### config.mk
export PLATFORM = sky130hd
export DESIGN_NAME = audio_vis_column_reducer
export DESIGN_NICKNAME = d
export VERILOG_FILES = /design/src/rtl/avcr_pkg.sv /design/src/rtl/avcr_front.sv /design/src/rtl/avcr_queue.sv /design/src/rtl/avcr_back.sv /design/src/rtl/audio_vis_column_reducer.sv
export SDC_FILE = /design/constraint.sdc
export NUM_CORES = 1
export LEC_CHECK = 0
export BUFFER_PORTS_ARGS = -buffer_cell sky130_fd_sc_hd__buf_4
export CAP_MARGIN = 0
export CORE_ASPECT_RATIO = 0.6
export CORE_MARGIN = 2
export CORE_UTILIZATION = 40
export DETAILED_ROUTE_END_ITERATION = 10
export PLACE_DENSITY = 0.56
export SETUP_SLACK_MARGIN = 0.2
export SYNTH_ARGS = -nofsm -noshare
export SYNTH_HDL_FRONTEND = slang
export SYNTH_HIERARCHICAL = 1
export SYNTH_SLANG_ARGS = --single-unit
export TNS_END_PERCENT = 50
### constraint.sdc
create_clock -name clk -period 8.86 [get_ports clk]
set_input_delay 1.329 -clock clk [delete_from_list [all_inputs] [get_ports clk]]
set_output_delay 1.329 -clock clk [all_outputs]
set_load 0.005 [all_outputs]
### src/rtl/avcr_pkg.sv
package avcr_pkg;

	// Frame geometry and level limits.
	localparam int unsigned FRAME_SAMPLES = 512;
	localparam int unsigned BIN_COUNT     = 256;
	localparam int unsigned MAX_COLUMNS   = 75;
	localparam int unsigned VOICE_COLUMNS = 17;
	localparam int unsigned LEVEL_MAX     = 15;
	localparam int unsigned VU_MAX        = 37;
	localparam int unsigned VU_SCALE      = 37;
	localparam int unsigned VOICE_MAX     = 37;
	localparam int unsigned SCOPE_MAX     = 12;
	localparam int unsigned SCOPE_BIAS    = 7;
	localparam int unsigned SCOPE_SPAN    = 74;
	localparam int unsigned COUNT_MAX     = 1023;

	// Scope step is (len << 8) / 74, done as len * ceil(2^25 / 74) >> 17.
	// The reciprocal error stays below the exactness bound for len <= 512.
	localparam int unsigned RECIP_SHIFT = 17;
	localparam int unsigned RECIP_MUL   = ((1 << 25) + SCOPE_SPAN - 1) / SCOPE_SPAN;

	// Display modes.
	localparam logic [1:0] MODE_OFF      = 2'd0;
	localparam logic [1:0] MODE_ANALYZER = 2'd1;
	localparam logic [1:0] MODE_VOICE    = 2'd2;
	localparam logic [1:0] MODE_SCOPE    = 2'd3;

	// Configuration register indexes.
	localparam logic [1:0] REG_VIS_MODE  = 2'd0;
	localparam logic [1:0] REG_BAR_STYLE = 2'd1;
	localparam logic [1:0] REG_SHADED    = 2'd2;
	localparam logic [1:0] REG_VISIBLE   = 2'd3;

	localparam logic [7:0] FINE_EDGES [0:76] = '{
		8'd0, 8'd1, 8'd2, 8'd3, 8'd4, 8'd5, 8'd6, 8'd7, 8'd8, 8'd9,
		8'd10, 8'd11, 8'd12, 8'd13, 8'd14, 8'd15, 8'd16, 8'd17, 8'd18, 8'd19,
		8'd20, 8'd21, 8'd22, 8'd23, 8'd24, 8'd25, 8'd26, 8'd27, 8'd28, 8'd29,
		8'd30, 8'd31, 8'd32, 8'd33, 8'd34, 8'd35, 8'd36, 8'd37, 8'd38, 8'd39,
		8'd40, 8'd41, 8'd42, 8'd43, 8'd44, 8'd45, 8'd46, 8'd47, 8'd48, 8'd49,
		8'd50, 8'd51, 8'd52, 8'd53, 8'd54, 8'd55, 8'd56, 8'd57, 8'd58, 8'd61,
		8'd66, 8'd71, 8'd76, 8'd81, 8'd87, 8'd93, 8'd100, 8'd107, 8'd114, 8'd122,
		8'd131, 8'd140, 8'd150, 8'd161, 8'd172, 8'd184, 8'd255
	};

	localparam logic [7:0] COARSE_EDGES [0:20] = '{
		8'd0, 8'd1, 8'd2, 8'd3, 8'd4, 8'd5, 8'd6, 8'd7, 8'd8, 8'd11,
		8'd15, 8'd20, 8'd27, 8'd36, 8'd47, 8'd62, 8'd82, 8'd107, 8'd141, 8'd184,
		8'd255
	};

	// Thresholds of floor(ln(y) * 3.6067), clamped to 15.
	localparam logic [7:0] LOG_STEPS [0:14] = '{
		8'd2, 8'd2, 8'd3, 8'd4, 8'd5, 8'd6, 8'd7, 8'd10, 8'd13, 8'd17,
		8'd22, 8'd28, 8'd37, 8'd49, 8'd65
	};

	typedef struct packed {
		logic [1:0] vis_mode;
		logic       bar_style;
		logic       shaded;
		logic       visible;
	} cfg_t;

	typedef struct packed {
		logic signed [15:0] sample;
		logic               channel;
		logic               stereo;
		logic [9:0]         frame_length;
		logic               last;
	} item_t;

	typedef struct packed {
		logic [6:0] column;
		logic [5:0] level;
		logic       last_of_frame;
	} result_t;

	// One queue entry holds everything that one item causes.
	typedef struct packed {
		logic    two;
		result_t r0;
		result_t r1;
	} entry_t;

	function automatic logic [7:0] fine_edge(input logic [6:0] i);
		return (i < 7'd77) ? FINE_EDGES[i] : 8'hFF;
	endfunction

	function automatic logic [7:0] coarse_edge(input logic [6:0] i);
		return (i < 7'd21) ? COARSE_EDGES[i[4:0]] : 8'hFF;
	endfunction

	function automatic logic [3:0] log_level(input logic [7:0] y);
		logic [3:0] lvl;
		lvl = '0;
		for (int i = 0; i < LEVEL_MAX; i++) begin
			lvl = lvl + 4'(y >= LOG_STEPS[i]);
		end
		return lvl;
	endfunction

	function automatic logic [5:0] vu_level(input logic [15:0] peak);
		logic [21:0] prod;
		logic [6:0]  v;
		prod = 22'(peak) * 22'(VU_SCALE);
		v    = prod[21:15];
		return (v > 7'(VU_MAX)) ? 6'(VU_MAX) : v[5:0];
	endfunction

endpackage

### src/rtl/avcr_front.sv
module avcr_front (
	input  logic              clk,
	input  logic              arst_n,
	input  avcr_pkg::cfg_t    cfg,
	input  logic              accept,
	input  avcr_pkg::item_t   item,
	output logic              push,
	output avcr_pkg::entry_t  entry
);

	// Frame state.
	logic [9:0]  count_q, count_d;
	logic [6:0]  band_q, band_d;
	logic [14:0] peak_q, peak_d;
	logic [15:0] chpk0_q, chpk0_d;
	logic [15:0] chpk1_q, chpk1_d;
	logic [15:0] step_q, step_d;
	logic [17:0] pos_q, pos_d;
	logic [8:0]  last_idx_q, last_idx_d;

	logic                 emit0, emit1;
	avcr_pkg::result_t    r0, r1;

	logic [14:0] pos_sample;
	logic [15:0] abs_sample;
	logic [6:0]  band_inc;
	logic [6:0]  ncols;
	logic [7:0]  edge_v;
	logic [14:0] cand_peak;
	logic [15:0] vu_p0, vu_p1;
	logic        is_vu;
	logic [8:0]  voice_th;
	logic [9:0]  voice_raw;
	logic [5:0]  voice_lv;
	logic [9:0]  scope_len;
	logic [28:0] recip_prod;
	logic [15:0] step_new;
	logic [4:0]  scope_v;
	logic [5:0]  scope_lv;
	logic [17:0] pos_b, pos_c;
	logic [9:0]  idx_a, idx_b;

	assign pos_sample = item.sample[15] ? 15'd0 : item.sample[14:0];
	assign abs_sample = item.sample[15] ? 16'(~item.sample + 16'sd1) : 16'(item.sample);
	assign band_inc   = band_q + 7'd1;
	assign is_vu      = cfg.shaded && cfg.visible;

	// Analyzer layout and band edge of the current column.
	always_comb begin
		if (cfg.bar_style) begin
			ncols  = cfg.shaded ? 7'd13 : 7'd19;
			edge_v = avcr_pkg::coarse_edge(band_inc);
		end else begin
			ncols  = cfg.shaded ? 7'd37 : 7'(avcr_pkg::MAX_COLUMNS);
			edge_v = avcr_pkg::fine_edge(band_inc);
		end
	end

	assign cand_peak = (pos_sample > peak_q) ? pos_sample : peak_q;

	// Channel peaks including this sample.
	always_comb begin
		vu_p0 = chpk0_q;
		vu_p1 = chpk1_q;
		if (count_q < 10'(avcr_pkg::FRAME_SAMPLES)) begin
			if (!item.channel && abs_sample > chpk0_q) begin
				vu_p0 = abs_sample;
			end
			if (item.channel && abs_sample > chpk1_q) begin
				vu_p1 = abs_sample;
			end
		end
	end

	// Voiceprint: column k sits on bin floor(3k/2).
	assign voice_th  = 9'(({2'b00, band_q} + {1'b0, band_q, 1'b0}) >> 1);
	assign voice_raw = item.sample[14:5];
	assign voice_lv  = item.sample[15] ? 6'd0 :
		(voice_raw > 10'(avcr_pkg::VOICE_MAX)) ? 6'(avcr_pkg::VOICE_MAX) : voice_raw[5:0];

	// Scope decimation step from the frame length of item 0.
	always_comb begin
		if (item.frame_length < 10'(avcr_pkg::SCOPE_SPAN)) begin
			scope_len = 10'(avcr_pkg::SCOPE_SPAN);
		end else if (item.frame_length > 10'(avcr_pkg::FRAME_SAMPLES)) begin
			scope_len = 10'(avcr_pkg::FRAME_SAMPLES);
		end else begin
			scope_len = item.frame_length;
		end
	end

	assign recip_prod = 29'(scope_len) * 29'(avcr_pkg::RECIP_MUL);
	assign step_new   = 16'(recip_prod >> avcr_pkg::RECIP_SHIFT);

	// Arithmetic shift by 12 plus bias, then clamp to the scope range.
	assign scope_v  = {item.sample[15], item.sample[15:12]} + 5'(avcr_pkg::SCOPE_BIAS);
	assign scope_lv = scope_v[4] ? 6'd0 :
		(scope_v > 5'(avcr_pkg::SCOPE_MAX)) ? 6'(avcr_pkg::SCOPE_MAX) : {2'b00, scope_v[3:0]};

	assign pos_b = pos_q + {2'b00, step_q};
	assign pos_c = pos_q + {1'b0, step_q, 1'b0};
	assign idx_a = (pos_q[17:8] > {1'b0, last_idx_q}) ? {1'b0, last_idx_q} : pos_q[17:8];
	assign idx_b = (pos_b[17:8] > {1'b0, last_idx_q}) ? {1'b0, last_idx_q} : pos_b[17:8];

	always_comb begin
		emit0      = 1'b0;
		emit1      = 1'b0;
		r0         = '0;
		r1         = '0;
		count_d    = count_q;
		band_d     = band_q;
		peak_d     = peak_q;
		chpk0_d    = chpk0_q;
		chpk1_d    = chpk1_q;
		step_d     = step_q;
		pos_d      = pos_q;
		last_idx_d = last_idx_q;

		unique case (cfg.vis_mode)
			avcr_pkg::MODE_ANALYZER: begin
				if (count_q < 10'(avcr_pkg::BIN_COUNT) && band_q < ncols) begin
					peak_d = cand_peak;
					if ({1'b0, count_q} + 11'd1 >= {3'b000, edge_v}) begin
						emit0            = 1'b1;
						r0.column        = band_q;
						r0.level         = {2'b00, avcr_pkg::log_level(cand_peak[14:7])};
						r0.last_of_frame = (band_q == ncols - 7'd1);
						band_d           = band_inc;
						peak_d           = '0;
					end
				end
			end
			avcr_pkg::MODE_VOICE: begin
				if (is_vu) begin
					chpk0_d = vu_p0;
					chpk1_d = vu_p1;
					if (item.last) begin
						emit0            = 1'b1;
						emit1            = 1'b1;
						r0.column        = 7'd0;
						r0.level         = avcr_pkg::vu_level(vu_p0);
						r0.last_of_frame = 1'b0;
						r1.column        = 7'd1;
						r1.level         = avcr_pkg::vu_level(item.stereo ? vu_p1 : vu_p0);
						r1.last_of_frame = 1'b1;
					end
				end else if (count_q < 10'(avcr_pkg::BIN_COUNT) &&
						band_q < 7'(avcr_pkg::VOICE_COLUMNS) &&
						count_q >= {1'b0, voice_th}) begin
					emit0            = 1'b1;
					r0.column        = band_q;
					r0.level         = voice_lv;
					r0.last_of_frame = (band_q == 7'(avcr_pkg::VOICE_COLUMNS - 1));
					band_d           = band_inc;
				end
			end
			avcr_pkg::MODE_SCOPE: begin
				r0.column        = band_q;
				r0.level         = scope_lv;
				r0.last_of_frame = (band_q == 7'(avcr_pkg::MAX_COLUMNS - 1));
				r1.column        = band_inc;
				r1.level         = scope_lv;
				r1.last_of_frame = (band_inc == 7'(avcr_pkg::MAX_COLUMNS - 1));
				if (count_q == '0) begin
					// Frame start: position is zero, so only column 0 can fall here.
					step_d     = step_new;
					last_idx_d = 9'(scope_len - 10'd1);
					if (band_q < 7'(avcr_pkg::MAX_COLUMNS)) begin
						emit0  = 1'b1;
						band_d = band_inc;
						pos_d  = 18'(step_new);
					end else begin
						pos_d = '0;
					end
				end else begin
					emit0 = (band_q < 7'(avcr_pkg::MAX_COLUMNS)) && (idx_a <= count_q);
					emit1 = emit0 && (band_inc < 7'(avcr_pkg::MAX_COLUMNS)) &&
						(idx_b <= count_q);
					if (emit1) begin
						band_d = band_q + 7'd2;
						pos_d  = pos_c;
					end else if (emit0) begin
						band_d = band_inc;
						pos_d  = pos_b;
					end
				end
			end
			avcr_pkg::MODE_OFF: begin
			end
		endcase

		if (item.last) begin
			count_d = '0;
			band_d  = '0;
			peak_d  = '0;
			chpk0_d = '0;
			chpk1_d = '0;
			pos_d   = '0;
		end else if (count_q < 10'(avcr_pkg::COUNT_MAX)) begin
			count_d = count_q + 10'd1;
		end
	end

	assign push        = accept && emit0;
	assign entry.two   = emit1;
	assign entry.r0    = r0;
	assign entry.r1    = r1;

	always_ff @(posedge clk or negedge arst_n) begin
		if (!arst_n) begin
			count_q    <= '0;
			band_q     <= '0;
			peak_q     <= '0;
			chpk0_q    <= '0;
			chpk1_q    <= '0;
			step_q     <= '0;
			pos_q      <= '0;
			last_idx_q <= '0;
		end else if (accept) begin
			count_q    <= count_d;
			band_q     <= band_d;
			peak_q     <= peak_d;
			chpk0_q    <= chpk0_d;
			chpk1_q    <= chpk1_d;
			step_q     <= step_d;
			pos_q      <= pos_d;
			last_idx_q <= last_idx_d;
		end
	end

endmodule

### src/rtl/avcr_queue.sv
module avcr_queue #(
	parameter int unsigned DEPTH = 4
) (
	input  logic              clk,
	input  logic              arst_n,
	input  logic              push,
	input  avcr_pkg::entry_t  wdata,
	input  logic              pop,
	output logic              full,
	output logic              valid,
	output avcr_pkg::entry_t  head
);

	localparam int unsigned PW = (DEPTH > 1) ? $clog2(DEPTH) : 1;
	localparam int unsigned CW = $clog2(DEPTH + 1);

	avcr_pkg::entry_t mem [DEPTH];
	logic [PW-1:0]    wr_ptr_q, rd_ptr_q;
	logic [CW-1:0]    count_q;
	logic             do_push, do_pop;

	assign full    = (count_q == CW'(DEPTH));
	assign valid   = (count_q != '0);
	assign do_push = push && !full;
	assign do_pop  = pop && valid;
	assign head    = mem[rd_ptr_q];

	always_ff @(posedge clk) begin
		if (do_push) begin
			mem[wr_ptr_q] <= wdata;
		end
	end

	always_ff @(posedge clk or negedge arst_n) begin
		if (!arst_n) begin
			wr_ptr_q <= '0;
			rd_ptr_q <= '0;
			count_q  <= '0;
		end else begin
			if (do_push) begin
				wr_ptr_q <= (wr_ptr_q == PW'(DEPTH - 1)) ? '0 : wr_ptr_q + PW'(1);
			end
			if (do_pop) begin
				rd_ptr_q <= (rd_ptr_q == PW'(DEPTH - 1)) ? '0 : rd_ptr_q + PW'(1);
			end
			if (do_push && !do_pop) begin
				count_q <= count_q + CW'(1);
			end else if (do_pop && !do_push) begin
				count_q <= count_q - CW'(1);
			end
		end
	end

endmodule

### src/rtl/avcr_back.sv
module avcr_back (
	input  logic              clk,
	input  logic              arst_n,
	input  logic              q_valid,
	input  avcr_pkg::entry_t  q_head,
	output logic              q_pop,
	output logic              m_valid,
	input  logic              m_ready,
	output avcr_pkg::result_t m_res
);

	logic              sel_q;
	logic              valid_q;
	avcr_pkg::result_t res_q;
	logic              load;

	// Load a new result whenever the output register is empty or drains.
	assign load  = q_valid && (!valid_q || m_ready);
	assign q_pop = load && (sel_q || !q_head.two);

	always_ff @(posedge clk or negedge arst_n) begin
		if (!arst_n) begin
			valid_q <= 1'b0;
			sel_q   <= 1'b0;
		end else begin
			if (load) begin
				valid_q <= 1'b1;
				sel_q   <= !sel_q && q_head.two;
			end else if (m_ready) begin
				valid_q <= 1'b0;
			end
		end
	end

	always_ff @(posedge clk) begin
		if (load) begin
			res_q <= sel_q ? q_head.r1 : q_head.r0;
		end
	end

	assign m_valid = valid_q;
	assign m_res   = res_q;

endmodule

### src/rtl/audio_vis_column_reducer.sv
// Audio visualization column reducer.
// Input stream (s_*): one spectrum bin or PCM sample per transfer, in frame order,
// with s_tlast on the final item of a frame. Output stream (m_*): one display
// column level per transfer, m_tlast on the final column of a complete layout.
// Configuration (cfg_we, cfg_index, cfg_data) selects off, analyzer, voiceprint
// or vu, and scope modes and the analyzer layout; write it only while idle.
// Throughput: one input transfer per cycle while the queue has room. The front
// end classifies and reduces each item combinationally and posts the one or two
// columns it causes into a small queue; the back end emits one column per cycle
// while m_tready is high, so the output port and its single result register bound
// the rate when items cause two columns. Path: a column is written into the queue
// at the input transfer edge and then loaded into the output register that drives
// m_tvalid, without waiting when the queue is empty and the output free.
// Stall: when m_tready stays low the output register holds, the queue fills and
// s_tready drops once QUEUE_DEPTH entries wait. Items that cause no column do
// not occupy the queue.
// Reset: all frame counters, peaks and the queue clear; the mode returns to
// analyzer with the fine layout, unshaded and visible.
module audio_vis_column_reducer #(
	parameter int unsigned QUEUE_DEPTH = 4
) (
	input  logic        clk,
	input  logic        arst_n,
	input  logic        s_tvalid,
	output logic        s_tready,
	input  logic [31:0] s_tdata,   // [15:0] sample, [25:16] frame_length, rest zero
	input  logic [1:0]  s_tuser,   // [0] channel, [1] stereo
	input  logic        s_tlast,
	output logic        m_tvalid,
	input  logic        m_tready,
	output logic [15:0] m_tdata,   // [6:0] column, [12:7] level, rest zero
	output logic        m_tlast,
	input  logic        cfg_we,
	input  logic [1:0]  cfg_index,
	input  logic [1:0]  cfg_data
);

	avcr_pkg::cfg_t    cfg_q;
	avcr_pkg::item_t   item;
	avcr_pkg::entry_t  q_wdata, q_head;
	avcr_pkg::result_t m_res;
	logic              accept, q_push, q_pop, q_full, q_valid;

	// Configuration registers.
	always_ff @(posedge clk or negedge arst_n) begin
		if (!arst_n) begin
			cfg_q.vis_mode  <= avcr_pkg::MODE_ANALYZER;
			cfg_q.bar_style <= 1'b0;
			cfg_q.shaded    <= 1'b0;
			cfg_q.visible   <= 1'b1;
		end else if (cfg_we) begin
			unique case (cfg_index)
				avcr_pkg::REG_VIS_MODE:  cfg_q.vis_mode  <= cfg_data;
				avcr_pkg::REG_BAR_STYLE: cfg_q.bar_style <= cfg_data[0];
				avcr_pkg::REG_SHADED:    cfg_q.shaded    <= cfg_data[0];
				avcr_pkg::REG_VISIBLE:   cfg_q.visible   <= cfg_data[0];
			endcase
		end
	end

	// An item is taken whenever the queue has room, even if the output is stalled.
	assign s_tready = !q_full;
	assign accept   = s_tvalid && s_tready;

	assign item.sample       = s_tdata[15:0];
	assign item.frame_length = s_tdata[25:16];
	assign item.channel      = s_tuser[0];
	assign item.stereo       = s_tuser[1];
	assign item.last         = s_tlast;

	avcr_front u_front (
		.clk    (clk),
		.arst_n (arst_n),
		.cfg    (cfg_q),
		.accept (accept),
		.item   (item),
		.push   (q_push),
		.entry  (q_wdata)
	);

	avcr_queue #(
		.DEPTH (QUEUE_DEPTH)
	) u_queue (
		.clk    (clk),
		.arst_n (arst_n),
		.push   (q_push),
		.wdata  (q_wdata),
		.pop    (q_pop),
		.full   (q_full),
		.valid  (q_valid),
		.head   (q_head)
	);

	avcr_back u_back (
		.clk     (clk),
		.arst_n  (arst_n),
		.q_valid (q_valid),
		.q_head  (q_head),
		.q_pop   (q_pop),
		.m_valid (m_tvalid),
		.m_ready (m_tready),
		.m_res   (m_res)
	);

	assign m_tdata = {3'b000, m_res.level, m_res.column};
	assign m_tlast = m_res.last_of_frame;

	// The front end never posts into a full queue.
	a_no_overflow: assert property (@(posedge clk) disable iff (!arst_n)
		q_push |-> !q_full)
		else $error("column queue overflow");

	// The back end only takes entries that are there.
	a_no_underflow: assert property (@(posedge clk) disable iff (!arst_n)
		q_pop |-> q_valid)
		else $error("column queue underflow");

	// A waiting entry reaches an idle output register in the next cycle.
	a_output_fills: assert property (@(posedge clk) disable iff (!arst_n)
		(q_valid && !m_tvalid) |=> m_tvalid)
		else $error("output register did not load a waiting column");

endmodule
Yosys cells after proc, flatten, opt, wreduce, memory -nomap -nowiden
Memory sizes are Yosys's and may differ from the RTL's.
Index checks and enable logic that the tools add are counted.
{"block": "word_totals", "ff_bits": 131, "latch_bits": 0, "mem_bits_rw": 116, "romBits": 1280, "inputBits": 44, "out_inout_bits": 19, "word_cells": 255, "memories": 3}
{"name": "(no name shown)", "depth": 128, "word_bits": 8, "read_ports": 1, "rd_ports_with_merged_regs": 0, "wr": 0, "line": "avcr_pkg.sv:86", "source": "return (i < 7'd77) ? FINE_EDGES[i] : 8'hFF;"}
{"name": "(no name shown)", "depth": 32, "word_bits": 8, "read_ports": 1, "rd_ports_with_merged_regs": 0, "wr": 0, "line": "avcr_pkg.sv:90", "source": "return (i < 7'd21) ? COARSE_EDGES[i[4:0]] : 8'hFF;"}
{"name": "u_queue.mem", "depth": 4, "word_bits": 29, "read_ports": 1, "rd_ports_with_merged_regs": 0, "wr": 1, "line": "avcr_queue.sv:17", "source": "avcr_pkg::entry_t mem [DEPTH];"}
{"block": "op_classes", "add_sub_neg": 29, "n_mul": 3, "div": 0, "order_cmp": 40, "eq_ne": 19, "shift": 0, "n_mux": 85, "bitwise": 3, "n_reduce_logical": 52}
{"op": "$mux 16", "count": 12}
{"op": "$mux 15", "count": 6}
{"op": "$mux 18", "count": 5}
{"op": "$mux 14", "count": 6}
{"op": "$mux 7", "count": 12}
{"op": "$mux 8", "count": 8}
{"op": "$mux 10", "count": 6}
{"op": "$add 4x1->4", "count": 13}
{"op": "$mul 16x6->22 const B", "count": 2}
{"op": "$pmux 14 s3", "count": 1}
{"op": "$ge 8x3->1 const B", "count": 4}
{"op": "$gt 16x16->1", "count": 2}
{"op": "$mux 6", "count": 5}
{"op": "$mul 10x19->29 const B", "count": 1}
{"op": "$pmux 14 s2", "count": 1}
{"op": "$ge 8x5->1 const B", "count": 3}
{"op": "$lt 7x7->1 const B", "count": 3}
{"op": "$pmux 7 s3", "count": 1}
{"op": "$gt 10x9->1", "count": 2}
{"op": "$le 10x10->1", "count": 2}
{"op": "$lt 10x10->1 const B", "count": 2}
{"op": "$add 18x12->18", "count": 1}
{"op": "$add 18x13->18", "count": 1}
{"op": "$logic_and 1x1->1", "count": 18}
{"op": "62 further kinds", "count": 114}

Logic depth before layout (Yosys ltp)
Gate-level depths: netlist (run 1).
{"block": "depth", "ltp_word": 21, "ltp_mapped": 33, "ltp_nobuf": 32}

Cells and area by module
Netlist (run 1), hierarchy kept.
{"mod": "avcr_front", "n_inst": 1, "cells_each": 2208, "area_each_um2": 18323.8, "seq_area_each_um2": 2577.5}
{"mod": "avcr_queue", "n_inst": 1, "cells_each": 188, "area_each_um2": 4664.5, "seq_area_each_um2": 3658.5}
{"mod": "avcr_back", "n_inst": 1, "cells_each": 39, "area_each_um2": 734.5, "seq_area_each_um2": 470.5}
{"mod": "audio_vis_column_reducer", "n_inst": 1, "cells_each": 20, "area_each_um2": 252.7, "seq_area_each_um2": 127.6}

Worst setup path after synthesis (run 1)
Ideal clock, no wire load.
{"block": "synth_timing", "path_type": "input to register", "startpoint": "input port s_tdata[5]", "endpoint": "memory u_queue/mem[0][1] (netlist name) (data pin)", "setup_time_ns": 0.190, "arrival_time_ns": 8.319, "required_ns": 8.670, "slack_ns": 0.351, "path_stages": 29, "path_buffers": 2, "path_cell_list": "nor4_2 > nand3_1 > or4_4 > o31a_1 > xnor2_1 > ha_1 > nand4_1 > nor4_1 > o21ai_0 > a31oi_1 > clkbuf_1 > clkbuf_1 > a21oi_1 > o21ai_0 > ha_1 > ha_1 > inv_1 > fa_1 > inv_1 > ha_1 > a21o_1 > a21oi_1 > nor2_1 > or4b_2 > nor4_1 > or3b_2 > nand4_1 > and2_1 > o211ai_1"}
{"item": "start: declaration", "line": "audio_vis_column_reducer.sv:26", "source": "input logic [31:0] s_tdata,"}
{"item": "end: declaration", "line": "avcr_queue.sv:17"}

==> results of run 1 <==
==> cell usage in the layout (no fill, tap or decap), types with 15 or more instances in the layout <==
master,instances
nor2_1,129
clkbuf_16,26
o211ai_1,34
nor2b_1,31
nor3_1,31
o21a_1,30
xor2_1,23
a21o_1,40
edfxtp_1,130
mux4_2,29
ha_1,362
o21ai_0,151
o22ai_1,16
nand4_1,30
o31ai_1,17
mux2_2,34
dfrtp_1,114
nand2_1,184
xnor2_1,64
a211o_1,16
inv_1,298
a211oi_1,16
a31oi_1,15
nand3_1,39
and2_1,19
fa_1,105
a21oi_1,130
nand2b_1,43
buf_4,166
mux2i_1,26
==> cells by family after synthesis <==
group / Yosys count
AOI/OAI and AO/OA: 576
other: 2
xor gates and xnor gates: 87
DFF: 247
adders and majority gates: 467
muxes: 108
buffers and inverters: 379
and+or+nand+nor: 589
==> cell type report <==
class	count	share of cell area, %
Sequential cell	247	25.5
Inverter	301	4.21
Clock buffer	29	2.47
Antenna cell	1	0.00933
Tap cell	781	3.64
Multi-Input combinational cell	1832	58.6
Clock inverter	19	0.793
Timing Repair Buffer	168	4.76
==> final timing paths <==
check	startpoint	end	slack, ns	depth (start not counted)
min in group asynchronous	arst_n	u_front/count_q[0]$_DFFE_PN0P_	0.73	1
setup reg to reg	u_front/step_q[0]$_DFFE_PN0P_	u_queue/mem[0][28]$_DFFE_PP_	0.76	29
hold / removal	u_front/chpk0_q[3]$_DFFE_PN0P_	u_front/chpk0_q[3]$_DFFE_PN0P_	0.49	2
max in group asynchronous	arst_n	u_queue/rd_ptr_q[0]$_DFFE_PN0P_	6.78	2
setup / recovery	s_tdata[5]	u_queue/mem[0][2]$_DFFE_PP_	0.55	29
hold reg to reg	u_front/chpk0_q[3]$_DFFE_PN0P_	u_front/chpk0_q[3]$_DFFE_PN0P_	0.49	2
==> metrics by stage <==
| stage | total power, mW | instances | cell area (um2) |
|---|---|---|---|
| floorplan | 5.48 | 2458 | 24000 |
| global placement | 6.72 | 3328 | 25900 |
| detailed placement | 6.87 | 3328 | 25900 |
| CTS | 8.06 | 3376 | 26800 |
| global route | 8.84 | 3378 | 26800 |
| finish | 8.06 | 3378 | 26800 |
==> Yosys cell counts, types with 31 or more instances <==
master	instances	area share [%]
a21oi_1	131	2.7
fa_1	105	8.8
dfrtp_1	115	12
nand2_1	184	2.9
a21o_1	40	1.3
xnor2_1	64	2.3
o211ai_1	34	1.1
nand3_1	40	0.83
nor2b_1	31	0.81
nand2b_1	43	1.1
clkbuf_1	62	0.97
o21ai_0	159	3.3
inv_1	298	4.7
nor3_1	32	0.67
nor2_1	129	2.0
ha_1	362	19
edfxtp_1	130	16
mux2_2	34	1.6
==> metal layers <==
layer | part of all wire, % | wire length (um) | GRT usage (%)
met1 | 53 | 34000 | 33.5
met2 | 40 | 25800 | 29.1
met3 | 5.9 | 3820 | 2.84
met4 | 1.2 | 781 | 2.64
met5 | 0 | 0 | 0
==> power groups by stage <==
| stage | registers (mW) | logic [mW] | clock network (mW) |
|---|---|---|---|
| after floorplan | 1.62 | 3.85 | 0 |
| after global placement | 1.70 | 5.02 | 0 |
| after detailed placement | 1.71 | 5.16 | 0 |
| after CTS | 1.69 | 5.21 | 1.16 |
| after global routing | 1.72 | 5.91 | 1.21 |
| final | 1.69 | 5.24 | 1.13 |
==> sequential cells by signal, summed over array words and instances, names as in the netlist, 2 cells and up <==
register,flops
u_front/band_q,7
u_front/count_q,10
u_queue/wr_ptr_q,2
u_front/chpk0_q,16
u_front/last_idx_q,9
u_front/pos_q,18
u_front/peak_q,15
u_queue/mem,116
cfg_q,5
u_front/step_q,12
u_back/m_res,14
u_queue/count_q,3
u_front/chpk1_q,16
u_queue/rd_ptr_q,2
==> critical path, delay by kind of cell <==
family | cells | cell delay, ns
buffers and inverters | 6 | 0.75
adder cells (fa/ha/maj) | 5 | 1.63
AND/OR/NAND/NOR | 9 | 2.62
XOR/XNOR | 1 | 0.13
AO/OA/AOI/OAI | 8 | 2.12
==> timing repair <==
item,CTS,global route
hold buffers,0,0
pin swaps,0,4
setup buffers,0,1
setup endpoints to repair,8,48
gates resized for setup,1,18
==> metrics.md, run 1 <==
| Metric | Value |
|---|---|
| Final core utilization | `between 40% and 50%` |
| Worst-margin pin slew | `approximately 1.2 ns` |
| Post-layout min period | `~8.3 ns` |
| H-tree Lvls | `1` |
| Initial drt markers | `~1,600` |
| Drt first pass iters | `6` |
| GRT Util Overall | `20.5%` |
| Die ar. | `62,000 um2` |
| Vias in the first global route | `roughly 18,000` |
| Hold violation count in the final report | `0` |
| Hold Path Class | `flip-flop to flip-flop` |
| Yosys cell types | `between 90 and 100` |
| Sequential Power Share | `between 20% and 30%` |
| Reg clk slew, reported paths | `approximately 0.070 ns` |
| Post-Synth Adder-Cell Area | `between 20 and 30%` |
| Total Wirelength | `roughly 64 mm` |
| Fin worst setup slack | `approximately 0.55 ns` |
| Core area | `59,200 um2` |
| Setup TNS | `0 ns` |
| Max Cap Viol | `0` |
| Number of CTS-inserted buffers | `26` |
| Seq cells post-synth | `around 250` |
| WL/cell | `19.1 um` |
| TritonCTS clock tree | `done` |
| Nets | `3,087` |
| CP Launch Type | `input port` |
| Async S/R FF share, synth | `a little under half` |
| CTS Buffer Depth | `3` |
| Largest family of logic cells by synthesized area | `adder cells` |
| CTS Sinks | `247` |
| Yosys warnings | `6` |
| Final setup vio count | `0` |
| Gpl congestion | `a little over 0.9` |
| Pwr per Cell Area | `301 nW/um2` |
| Synth Area per Inst | `9.77 um2` |
| Max Freq | `0.120 GHz` |
| Comb pwr share | `around 65%` |
| Pre-CTS setup slack | `-0.390 ns` |
| Final Max Tran Viols | `0` |
| Post-Syn Instances | `between 2,000 and 2,500` |
| Post-synthesis instance area | `24,000 um2` |
| Crit path largest cell delay | `approximately 0.63 ns` |
| Worst Hold Slack | `between 0.4 and 0.5 ns` |
| Clk Latency, worst-skew pair | `between 0.5 and 0.6 ns` |
| Largest net degree at the start of global routing | `64` |
| Psw | `about 3.7 mW` |
| Drt drc | `0` |
| Initial Util | `40.5%` |
| Seq/Total Area, Yosys | `between 20% and 30%` |
| Max FO, Critical Path | `9` |
| Slew margin rel. | `19.3%` |
| FF+latch area | `slightly below 7000 um2` |
| Mux share of post-synthesis cell area | `under 10%` |
| Max IR drop VDD | `approximately 0.32 mV` |
| Vias | `roughly 19,000` |
| RSZ-0062 raised after global routing | `no` |
| First-pass GRT wire length | `approximately 100 mm` |
| Worst Path Arrival | `between 8 and 9 ns` |
| Growth of design area from synthesis to finish | `11.9%` |
| Crit. End Element | `flip-flop` |
| Post-DP HPWL | `just over 50 mm` |
| CP Class | `input port to flip-flop` |
| Clock skew | `between 0.01 and 0.015 ns` |
| GR Overflow Total | `0` |
| Die width | `between 300 and 400 um` |
| Xor/xnor share of the synthesized area | `3.18%` |
| Ys flop type | `edfxtp_1` |
| Compound-Gate Fraction of Synth Area | `around 16%` |
| Initial antenna violation count | `1` |
| Outcome | `finished, final reports clean` |
| Clock share of power | `between 10% and 20%` |
| Die height | `194 um` |
| Number of synthesized flops with an enable pin | `130` |
| Internal Power | `between 4 and 5 mW` |
| Port buffer count | `53` |
| Routed Antenna Nets | `0` |
| Ports | `63` |
| Fraction of layout cells with a size suffix above 1 | `between 10% and 20%` |
| DR vias/cell | `around 5.5` |
| Core Rows | `slightly below 70` |
| Switching share of power | `between 40% and 50%` |
| WP data required | `approximately 9.2 ns` |
| Final worst-path cycle share | `a little over nine tenths` |
| Max stage delay cell, worst path | `or4b_2` |
| CTS Root Cell | `clkbuf_16` |
| Synth Area in Simple Gates | `12.3%` |
| Footprint of the multi-input gates | `around 16,000 um2` |
| P_leak | `12.4 nW` |
| # fillers | `5,634` |
Note: power is estimated with default switching activity, not from simulation.
==> inputs of run 2 (changes only) <==
--- a/config.mk
+++ b/config.mk
@@ -7,14 +7,15 @@
 export LEC_CHECK = 0
 export BUFFER_PORTS_ARGS = -buffer_cell sky130_fd_sc_hd__buf_4
 export CAP_MARGIN = 0
+export CELL_PAD_IN_SITES_DETAIL_PLACEMENT = 1
+export CELL_PAD_IN_SITES_GLOBAL_PLACEMENT = 1
 export CORE_ASPECT_RATIO = 0.6
 export CORE_MARGIN = 2
 export CORE_UTILIZATION = 40
 export DETAILED_ROUTE_END_ITERATION = 10
-export PLACE_DENSITY = 0.56
+export PLACE_DENSITY = 0.68
 export SETUP_SLACK_MARGIN = 0.2
 export SYNTH_ARGS = -nofsm -noshare
 export SYNTH_HDL_FRONTEND = slang
 export SYNTH_HIERARCHICAL = 1
 export SYNTH_SLANG_ARGS = --single-unit
-export TNS_END_PERCENT = 50
==> run 2 against run 1 <==
  * Wire length increased by 20%
  * Clock skew increased by 0.0068 ns
  * Clock-buffer cell count rose by 6
==> metrics.md, run 2 (synthesis results as in run 1) <==
| Metric | Value |
|---|---|
| WP data required | `9.22 ns (+0.07 ns)` |
| Drt drc | `0 (unchanged)` |
| Final worst-path cycle share | `95.5% (+1.7 points)` |
| Growth of design area from synthesis to finish | `13.1%` |
| FF+latch area | `6840 um2 (unchanged)` |
| Pre-CTS setup slack | `-0.743 ns (-0.354 ns)` |
| Hold Path Class | `flip-flop to flip-flop` |
| TritonCTS clock tree | `done` |
| CP Launch Type | `input port` |
| CTS Sinks | `247 (unchanged)` |
| Fin worst setup slack | `0.402 ns (-0.150 ns)` |
| Drt first pass iters | `5 (-1)` |
| Port buffer count | `53 (unchanged)` |
| Die height | `194 um (unchanged)` |
| H-tree Lvls | `1 (unchanged)` |
| Initial antenna violation count | `2 (+1)` |
| Max FO, Critical Path | `11 (+2)` |
| Fraction of layout cells with a size suffix above 1 | `14.6% (+1.2 points)` |
| Final Max Tran Viols | `0 (unchanged)` |
| First-pass GRT wire length | `121 mm (+18%)` |
| Most frequent cells in the layout | `ha_1 (361), inv_1 (298), buf_4 (187)` |
| Cells after DPL | `3,345 (+0.51%)` |
| Max reg flops | `116 (unchanged)` |
| Gpl congestion | `0.950 (+4.9%)` |
| Post-layout min period | `8.46 ns (+0.150 ns)` |
| P_leak | `12.5 nW (+1.1%)` |
| Routed Antenna Nets | `0 (unchanged)` |
| Diodes inserted | `0 (-1)` |
| Fin cells | `3,403 (+0.74%)` |
| # fillers | `6,641 (+18%)` |
| Reg clk slew, reported paths | `0.06 ns (about the same)` |
| DR vias/cell | `5.71 (+3.2%)` |
| Largest registers | `u_queue/mem: 116 flops, u_front/pos_q: 18 flops` |
| Nets | `3,112 (+0.81%)` |
| Max Cap Viol | `0 (unchanged)` |
| Max stage delay cell, worst path | `fa_1` |
| RSZ-0062 raised after global routing | `no` |
| Max IR drop VDD | `0.346 mV (+6.9%)` |
| Initial Util | `40.5% (unchanged)` |
| Die width | `320 um (unchanged)` |
| Total Wirelength | `77.6 mm (+20%)` |
| Footprint of the multi-input gates | `15,800 um2 (+0.60%)` |
| Max Freq | `0.118 GHz (-1.8%)` |
| Outcome | `finished, final reports clean` |
| Worst path most repeated cell | `buf_4` |
| Biggest register | `u_queue/mem` |
| Vias | `19,445 (+3.9%)` |
| Core area | `59,200 um2 (unchanged)` |
| Hold-fix buffers, CTS | `0 (unchanged)` |
| Slew margin rel. | `20.6% (+1.3 points)` |
| Ports | `63 (unchanged)` |
| CTS Buffer Depth | `3 (unchanged)` |
| Final setup vio count | `0 (unchanged)` |
| Initial drt markers | `1,519 (-7.0%)` |
| R2R depth | `33 (+14%)` |
| Vias in the first global route | `20,087 (+10%)` |
| Pwr per Cell Area | `318 nW/um2 (+5.7%)` |
| Die ar. | `62,000 um2 (unchanged)` |
| Total Power | `8.62 mW (+6.9%)` |
| Core Rows | `69 (unchanged)` |
| Commonest non-fill, non-tap cell in the layout | `ha_1` |
| Crit. End Element | `flip-flop` |
| Crit path largest cell delay | `0.54 ns (-0.09 ns)` |
| GRT Util Overall | `24.9% (+4.4 points)` |
| Largest net degree at the start of global routing | `72 (+13%)` |
| Clk Latency, worst-skew pair | `0.61 ns (+0.05 ns)` |
| Hold violation count in the final report | `0 (unchanged)` |
| Hold depth | `2 (unchanged)` |
| Number of CTS-inserted buffers | `28 (+7.7%)` |
| GR Overflow Total | `0 (unchanged)` |
| Worst-margin pin slew | `1.19 ns (-0.0148 ns)` |
| WL/cell | `22.8 um (+19%)` |
| Worst Path Arrival | `8.81 ns (+0.22 ns)` |
| Post-DP HPWL | `62.2 mm (+22%)` |
| CTS Root Cell | `clkbuf_16` |
| CP Class | `input port to flip-flop` |
| Clock skew | `0.0187 ns (+0.00681 ns)` |
-- run 2: cell types whose count changed in the layout (fill, tap and decap cells not counted), sizes merged --
cell and change:
buf +23, clkbuf +6, clkinv -3, bufinv -2, inv +2, diode -1
-- run 2: critical path: cells and delay by family --
kind	cells	cell delay (ns)
fa+ha+maj	5	1.52
simple gates	9	1.92
xor+xnor	1	0.19
compound gates	12	2.41
buf+inv	10	1.45
-- run 2: layer usage --
layer / vias up / wire length, um / track usage [%] / part of all wire, %
met5: - / 13 / 0 / 0.017
met4: 2 / 847 / 3.10 / 1.1
met3: 57 / 6090 / 5.84 / 7.8
met2: 522 / 29400 / 33.0 / 38
met1: 9814 / 41300 / 41.0 / 53
li1: 9050 / - / - / -
-- run 2: path summary, 6_finish.rpt --
kind | startpoint | end | slack (ns)
worst min register to register | u_front/peak_q[13]$_DFFE_PN0P_ | u_front/peak_q[13]$_DFFE_PN0P_ | 0.48
worst max register to register | u_front/step_q[0]$_DFFE_PN0P_ | u_front/pos_q[16]$_DFFE_PN0P_ | 0.79
worst min-delay path | u_front/peak_q[13]$_DFFE_PN0P_ | u_front/peak_q[13]$_DFFE_PN0P_ | 0.48
min in group asynchronous | arst_n | u_back/m_valid$_DFFE_PN0P_ | 0.65
max in group asynchronous | arst_n | u_front/chpk0_q[15]$_DFFE_PN0P_ | 6.62
worst max-delay path | s_tdata[4] | u_queue/mem[1][1]$_DFFE_PP_ | 0.40
-- run 2: where the power goes --
group	leakage [nW]	total, mW	switching [mW]	internal [mW]
sequential	2.77	1.75	0.280	1.47
combinational	9.30	5.68	3.27	2.41
clock	0.432	1.18	0.546	0.632
total	12.5	8.62	4.10	4.52
-- run 2: layout make-up --
type	count	share of cell area [%]
inverter	301	4.17
clock inverter	16	0.604
tap	781	3.60
clock buffer	35	2.72
timing repair buffer	191	5.34
multi-input combinational	1832	58.4
sequential	247	25.2
-- run 2: what timing repair did --
| item | CTS | global route |
|---|---|---|
| gates resized for setup | 2 | 31 |
| setup endpoints to repair | 12 | 65 |
| buffers inserted | 0 | 7 |
| pin swaps | 0 | 9 |
-- run 2: stage by stage --
| step | hold slack, ns | area (um2) | setup TNS [ns] | utilization [%] |
|---|---|---|---|---|
| 4_1_cts | 0.480 | 26900 | 0 | 45.4 |
| 5_1_grt | 0.525 | 27100 | 0 | 45.8 |
| 6_report | 0.477 | 27100 | 0 | 45.8 |
| 2_1_floorplan | 0.449 | 24000 | 0 | - |
| 3_3_place_gp | 0.461 | 26000 | -5.38 | 43.9 |
| 3_5_place_dp | 0.467 | 26000 | -14.52 | 43.9 |
==> inputs of run 3 (changes only) <==
--- a/config.mk
+++ b/config.mk
@@ -17,5 +17,4 @@
 export SETUP_SLACK_MARGIN = 0.2
 export SYNTH_ARGS = -nofsm -noshare
 export SYNTH_HDL_FRONTEND = slang
-export SYNTH_HIERARCHICAL = 1
 export SYNTH_SLANG_ARGS = --single-unit
==> run 3 against run 2 <==
  * Power increased by 12%
  * Sequential share of layout area decreased by 0.072 points
  * Flip-flop and latch count unchanged
  * Global-route usage decreased by 0.27 points
  * Register-to-register slack got worse by 0.05 ns
  * Worst setup slack got worse by 0.019 ns
  * Core utilization increased by 0.33 points
  * Final cell count increased by 1.5%
  * Critical path type unchanged
  * Critical endpoint is now u_queue.mem[1][1]$_DFFE_PP_
==> metrics.md, run 3 <==
| Metric | Value |
|---|---|
| Outcome | `finished, final reports clean` |
| Core area | `59,000 um2 (-0.44%)` |
| Total Power | `9.66 mW (+12%)` |
| Slew margin rel. | `22.6% (+2.0 points)` |
| Number of CTS-inserted buffers | `28 (unchanged)` |
| Largest registers | `u_queue.mem: 116 flops, u_front.pos_q: 18 flops` |
| Reg clk slew, reported paths | `0.06 ns (about the same)` |
| Ports | `63 (unchanged)` |
| Hold-fix buffers, CTS | `0 (unchanged)` |
| Fraction of layout cells with a size suffix above 1 | `14.8% (+0.15 points)` |
| Worst Hold Slack | `0.494 ns (+0.0172 ns)` |
| Total Wirelength | `75.7 mm (-2.5%)` |
| CP Launch Type | `input port` |
| Cells after DPL | `3,392 (+1.4%)` |
| Fin worst setup slack | `0.384 ns (-0.0188 ns)` |
| CTS Root Cell | `clkbuf_16` |
| WL/cell | `21.9 um (-3.9%)` |
| Design Area, Final | `27,200 um2 (+0.29%)` |
| Worst path most repeated cell | `buf_4` |
| Max IR drop VDD | `0.463 mV (+34%)` |
| Initial antenna violation count | `0 (-2)` |
| P_leak | `12.8 nW (+2.2%)` |
| Worst Path Arrival | `8.95 ns (+0.14 ns)` |
| Clock skew | `0.0202 ns (+0.00146 ns)` |
| Post-DP HPWL | `59.7 mm (-4.0%)` |
| FF+latch area | `6840 um2 (unchanged)` |
| Number of synthesized flops with an enable pin | `130 (unchanged)` |
| Most frequent cell after synthesis | `ha_1` |
| Worst-margin pin slew | `1.16 ns (-0.0266 ns)` |
| Seq/Total Area, Yosys | `28.7% (+0.21 points)` |
| Max stage delay cell, worst path | `or4_4` |
| Comb pwr share | `68.7% (+2.7 points)` |
| Port buffer count | `53 (unchanged)` |
| WP data required | `9.33 ns (+0.11 ns)` |
| CP Class | `input port to flip-flop` |
| Fin cells | `3,453 (+1.5%)` |
| Synth top area share | `19.1% (+0.24 points)` |
| Crit path largest cell delay | `0.55 ns (about the same)` |
| # fillers | `6,709 (+1.0%)` |
| Final core utilization | `46.1% (+0.33 points)` |
| Most frequent cells in the layout | `ha_1 (364), inv_1 (302), nand2_1 (239)` |
| Drt drc | `0 (unchanged)` |
| Sequential Power Share | `18.2% (-2.1 points)` |
| Growth of design area from synthesis to finish | `14.2%` |
| Post-place instance area | `26,000 um2 (about the same)` |
| Hold violation count in the final report | `0 (unchanged)` |
| Switching share of power | `47.1% (-0.46 points)` |
| Die ar. | `61,500 um2 (-0.70%)` |
| Gpl congestion | `0.910 (-4.3%)` |
| Post-synthesis instance area | `23,800 um2 (-0.71%)` |
| HP Start | `u_front.chpk0_q[11]$_DFFE_PN0P_` |
| GRT Util Overall | `24.7% (-0.27 points)` |
| Internal Power | `5.11 mW (+13%)` |
| GR Overflow Total | `0 (unchanged)` |
| Async S/R FF share, synth | `47.4% (unchanged)` |
| Vias in the first global route | `20,467 (+1.9%)` |
| TritonCTS clock tree | `done` |
| Yosys warnings | `0 (-6)` |
| Leading area contributor after synthesis | `ha_1` |
| Synth Area per Inst | `9.57 um2 (-2.0%)` |
| Nets | `3,161 (+1.6%)` |
| Clock share of power | `13.1% (-0.6 points)` |
| Die height | `193 um (-0.35%)` |
| Footprint of the multi-input gates | `15,600 um2 (-1.2%)` |
| Post-Syn Instances | `2,488 (+1.3%)` |
| H-tree Lvls | `1 (unchanged)` |
| Crit. End Element | `flip-flop` |
| Drt first pass iters | `5 (unchanged)` |
| Max Freq | `0.118 GHz (-0.22%)` |
| FF-to-FF Start | `u_front.step_q[0]$_DFFE_PN0P_` |
| RSZ-0062 raised after global routing | `no` |
| Seq cells post-synth | `247 (unchanged)` |
| Max Cap Viol | `0 (unchanged)` |
| Pwr per Cell Area | `355 nW/um2 (+12%)` |
| Max FO, Critical Path | `6 (-5)` |
| Final setup vio count | `0 (unchanged)` |
| Most frequent cells after synthesis | `ha_1 (364), inv_1 (302), nand2_1 (240), o21ai_0 (149), a21oi_1 (146)` |
| Vias | `19,672 (+1.2%)` |
| Pre-CTS setup slack | `-0.563 ns (+0.181 ns)` |
| Final worst-path cycle share | `95.7% (+0.21 points)` |
| Final Max Tran Viols | `0 (unchanged)` |
| Top post-synthesis cells by area | `ha_1 (19%), edfxtp_1 (16%), dfrtp_1 (12%), fa_1 (8.8%), inv_1 (4.8%)` |
| Clk Latency, worst-skew pair | `0.60 ns (about the same)` |
| Biggest register | `u_queue.mem` |
| Post-layout min period | `8.48 ns (+0.0188 ns)` |
| Initial drt markers | `1,149 (-24%)` |
| Setup TNS | `0 ns (unchanged)` |
| Largest net degree at the start of global routing | `64 (-11%)` |
| Hold Path Class | `flip-flop to flip-flop` |
| Psw | `4.55 mW (+11%)` |
| CTS Buffer Depth | `3 (unchanged)` |
| DR vias/cell | `5.70 (-0.30%)` |
| Commonest non-fill, non-tap cell in the layout | `ha_1` |
| Core Rows | `69 (unchanged)` |
| Ys flop type | `edfxtp_1` |
| Die width | `319 um (-0.35%)` |
| Crit path launch | `s_tdata[4]` |
| Initial Util | `40.4% (-0.11 points)` |
| Yosys cell types | `97 (+2.1%)` |
| Max reg flops | `116 (unchanged)` |
| Routed Antenna Nets | `0 (unchanged)` |
| First-pass GRT wire length | `119 mm (-1.2%)` |
| CTS Sinks | `247 (unchanged)` |
run 3: changes by cell type in the layout (fill, tap and decap cells not counted), sizes merged, moves of 12 or more:
cell / previous run / this run
nand2: 185 / 241
nand2b: 43 / 15
a21oi: 131 / 149
o211ai: 34 / 20
mux2i: 27 / 15
mux2: 52 / 28
buf: 191 / 214
run 3: cells by family after synthesis:
family | Yosys count | share of synthesized area (%)
fa+ha+maj | 471 | 28.1
compound gates | 598 | 16.5
mux | 72 | 4.70
flops | 247 | 28.7
simple gates | 614 | 12.2
xor+xnor | 93 | 3.45
other cells | 1 | 0.0158
buf+inv | 392 | 6.31
run 3: power by group through the flow:
stage / combinational [mW] / clock, mW / sequential [mW]
2_1_floorplan: 4.44 / 0 / 1.67
3_3_place_gp: 6.10 / 0 / 1.76
3_5_place_dp: 6.48 / 0 / 1.78
4_1_cts: 6.55 / 1.30 / 1.76
5_1_grt: 7.44 / 1.35 / 1.79
6_report: 6.63 / 1.27 / 1.76
run 3: layout make-up:
cell class	instances	area share, %
clock buffer	30	2.64
inverter	304	4.21
sequential	247	25.1
tap	781	3.59
timing repair buffer	214	5.92
clock inverter	22	0.975
antenna	2	0.0184
multi-input combinational	1853	57.5
run 3: worst max-delay path, delay by kind of cell:
kind	cells	cell delay, ns
adder cells (fa/ha/maj)	6	2.05
XOR/XNOR	2	0.40
AND/OR/NAND/NOR	6	1.65
AO/OA/AOI/OAI	11	2.50
buffers and inverters	8	0.99
run 3: layer usage:
| layer | track usage, % | wire length [um] | vias up |
|---|---|---|---|
| met4 | 3.65 | 953 | 0 |
| met1 | 38.2 | 38600 | 9953 |
| met2 | 36.5 | 31400 | 493 |
| li1 | - | - | 9162 |
| met3 | 4.18 | 4760 | 64 |
| met5 | 0 | 0 | - |
run 3: worst paths after layout:
check	endpoint	slack, ns	depth (start not counted)
max	u_queue.mem[1][1]$_DFFE_PP_	0.38	33
min	u_front.chpk0_q[11]$_DFFE_PN0P_	0.49	2
max reg2reg	u_front.pos_q[15]$_DFFE_PN0P_	0.74	32
min reg2reg	u_front.chpk0_q[11]$_DFFE_PN0P_	0.49	2
max in group asynchronous	u_queue.rd_ptr_q[0]$_DFFE_PN0P_	6.72	2
min in group asynchronous	u_front.chpk0_q[7]$_DFFE_PN0P_	0.77	1
run 3: repair_timing:
item | CTS | global route
pin swaps | 2 | 9
resized for setup | 4 | 33
cloned | 0 | 0
setup buffers | 2 | 5
endpoints found under the setup margin | 8 | 48
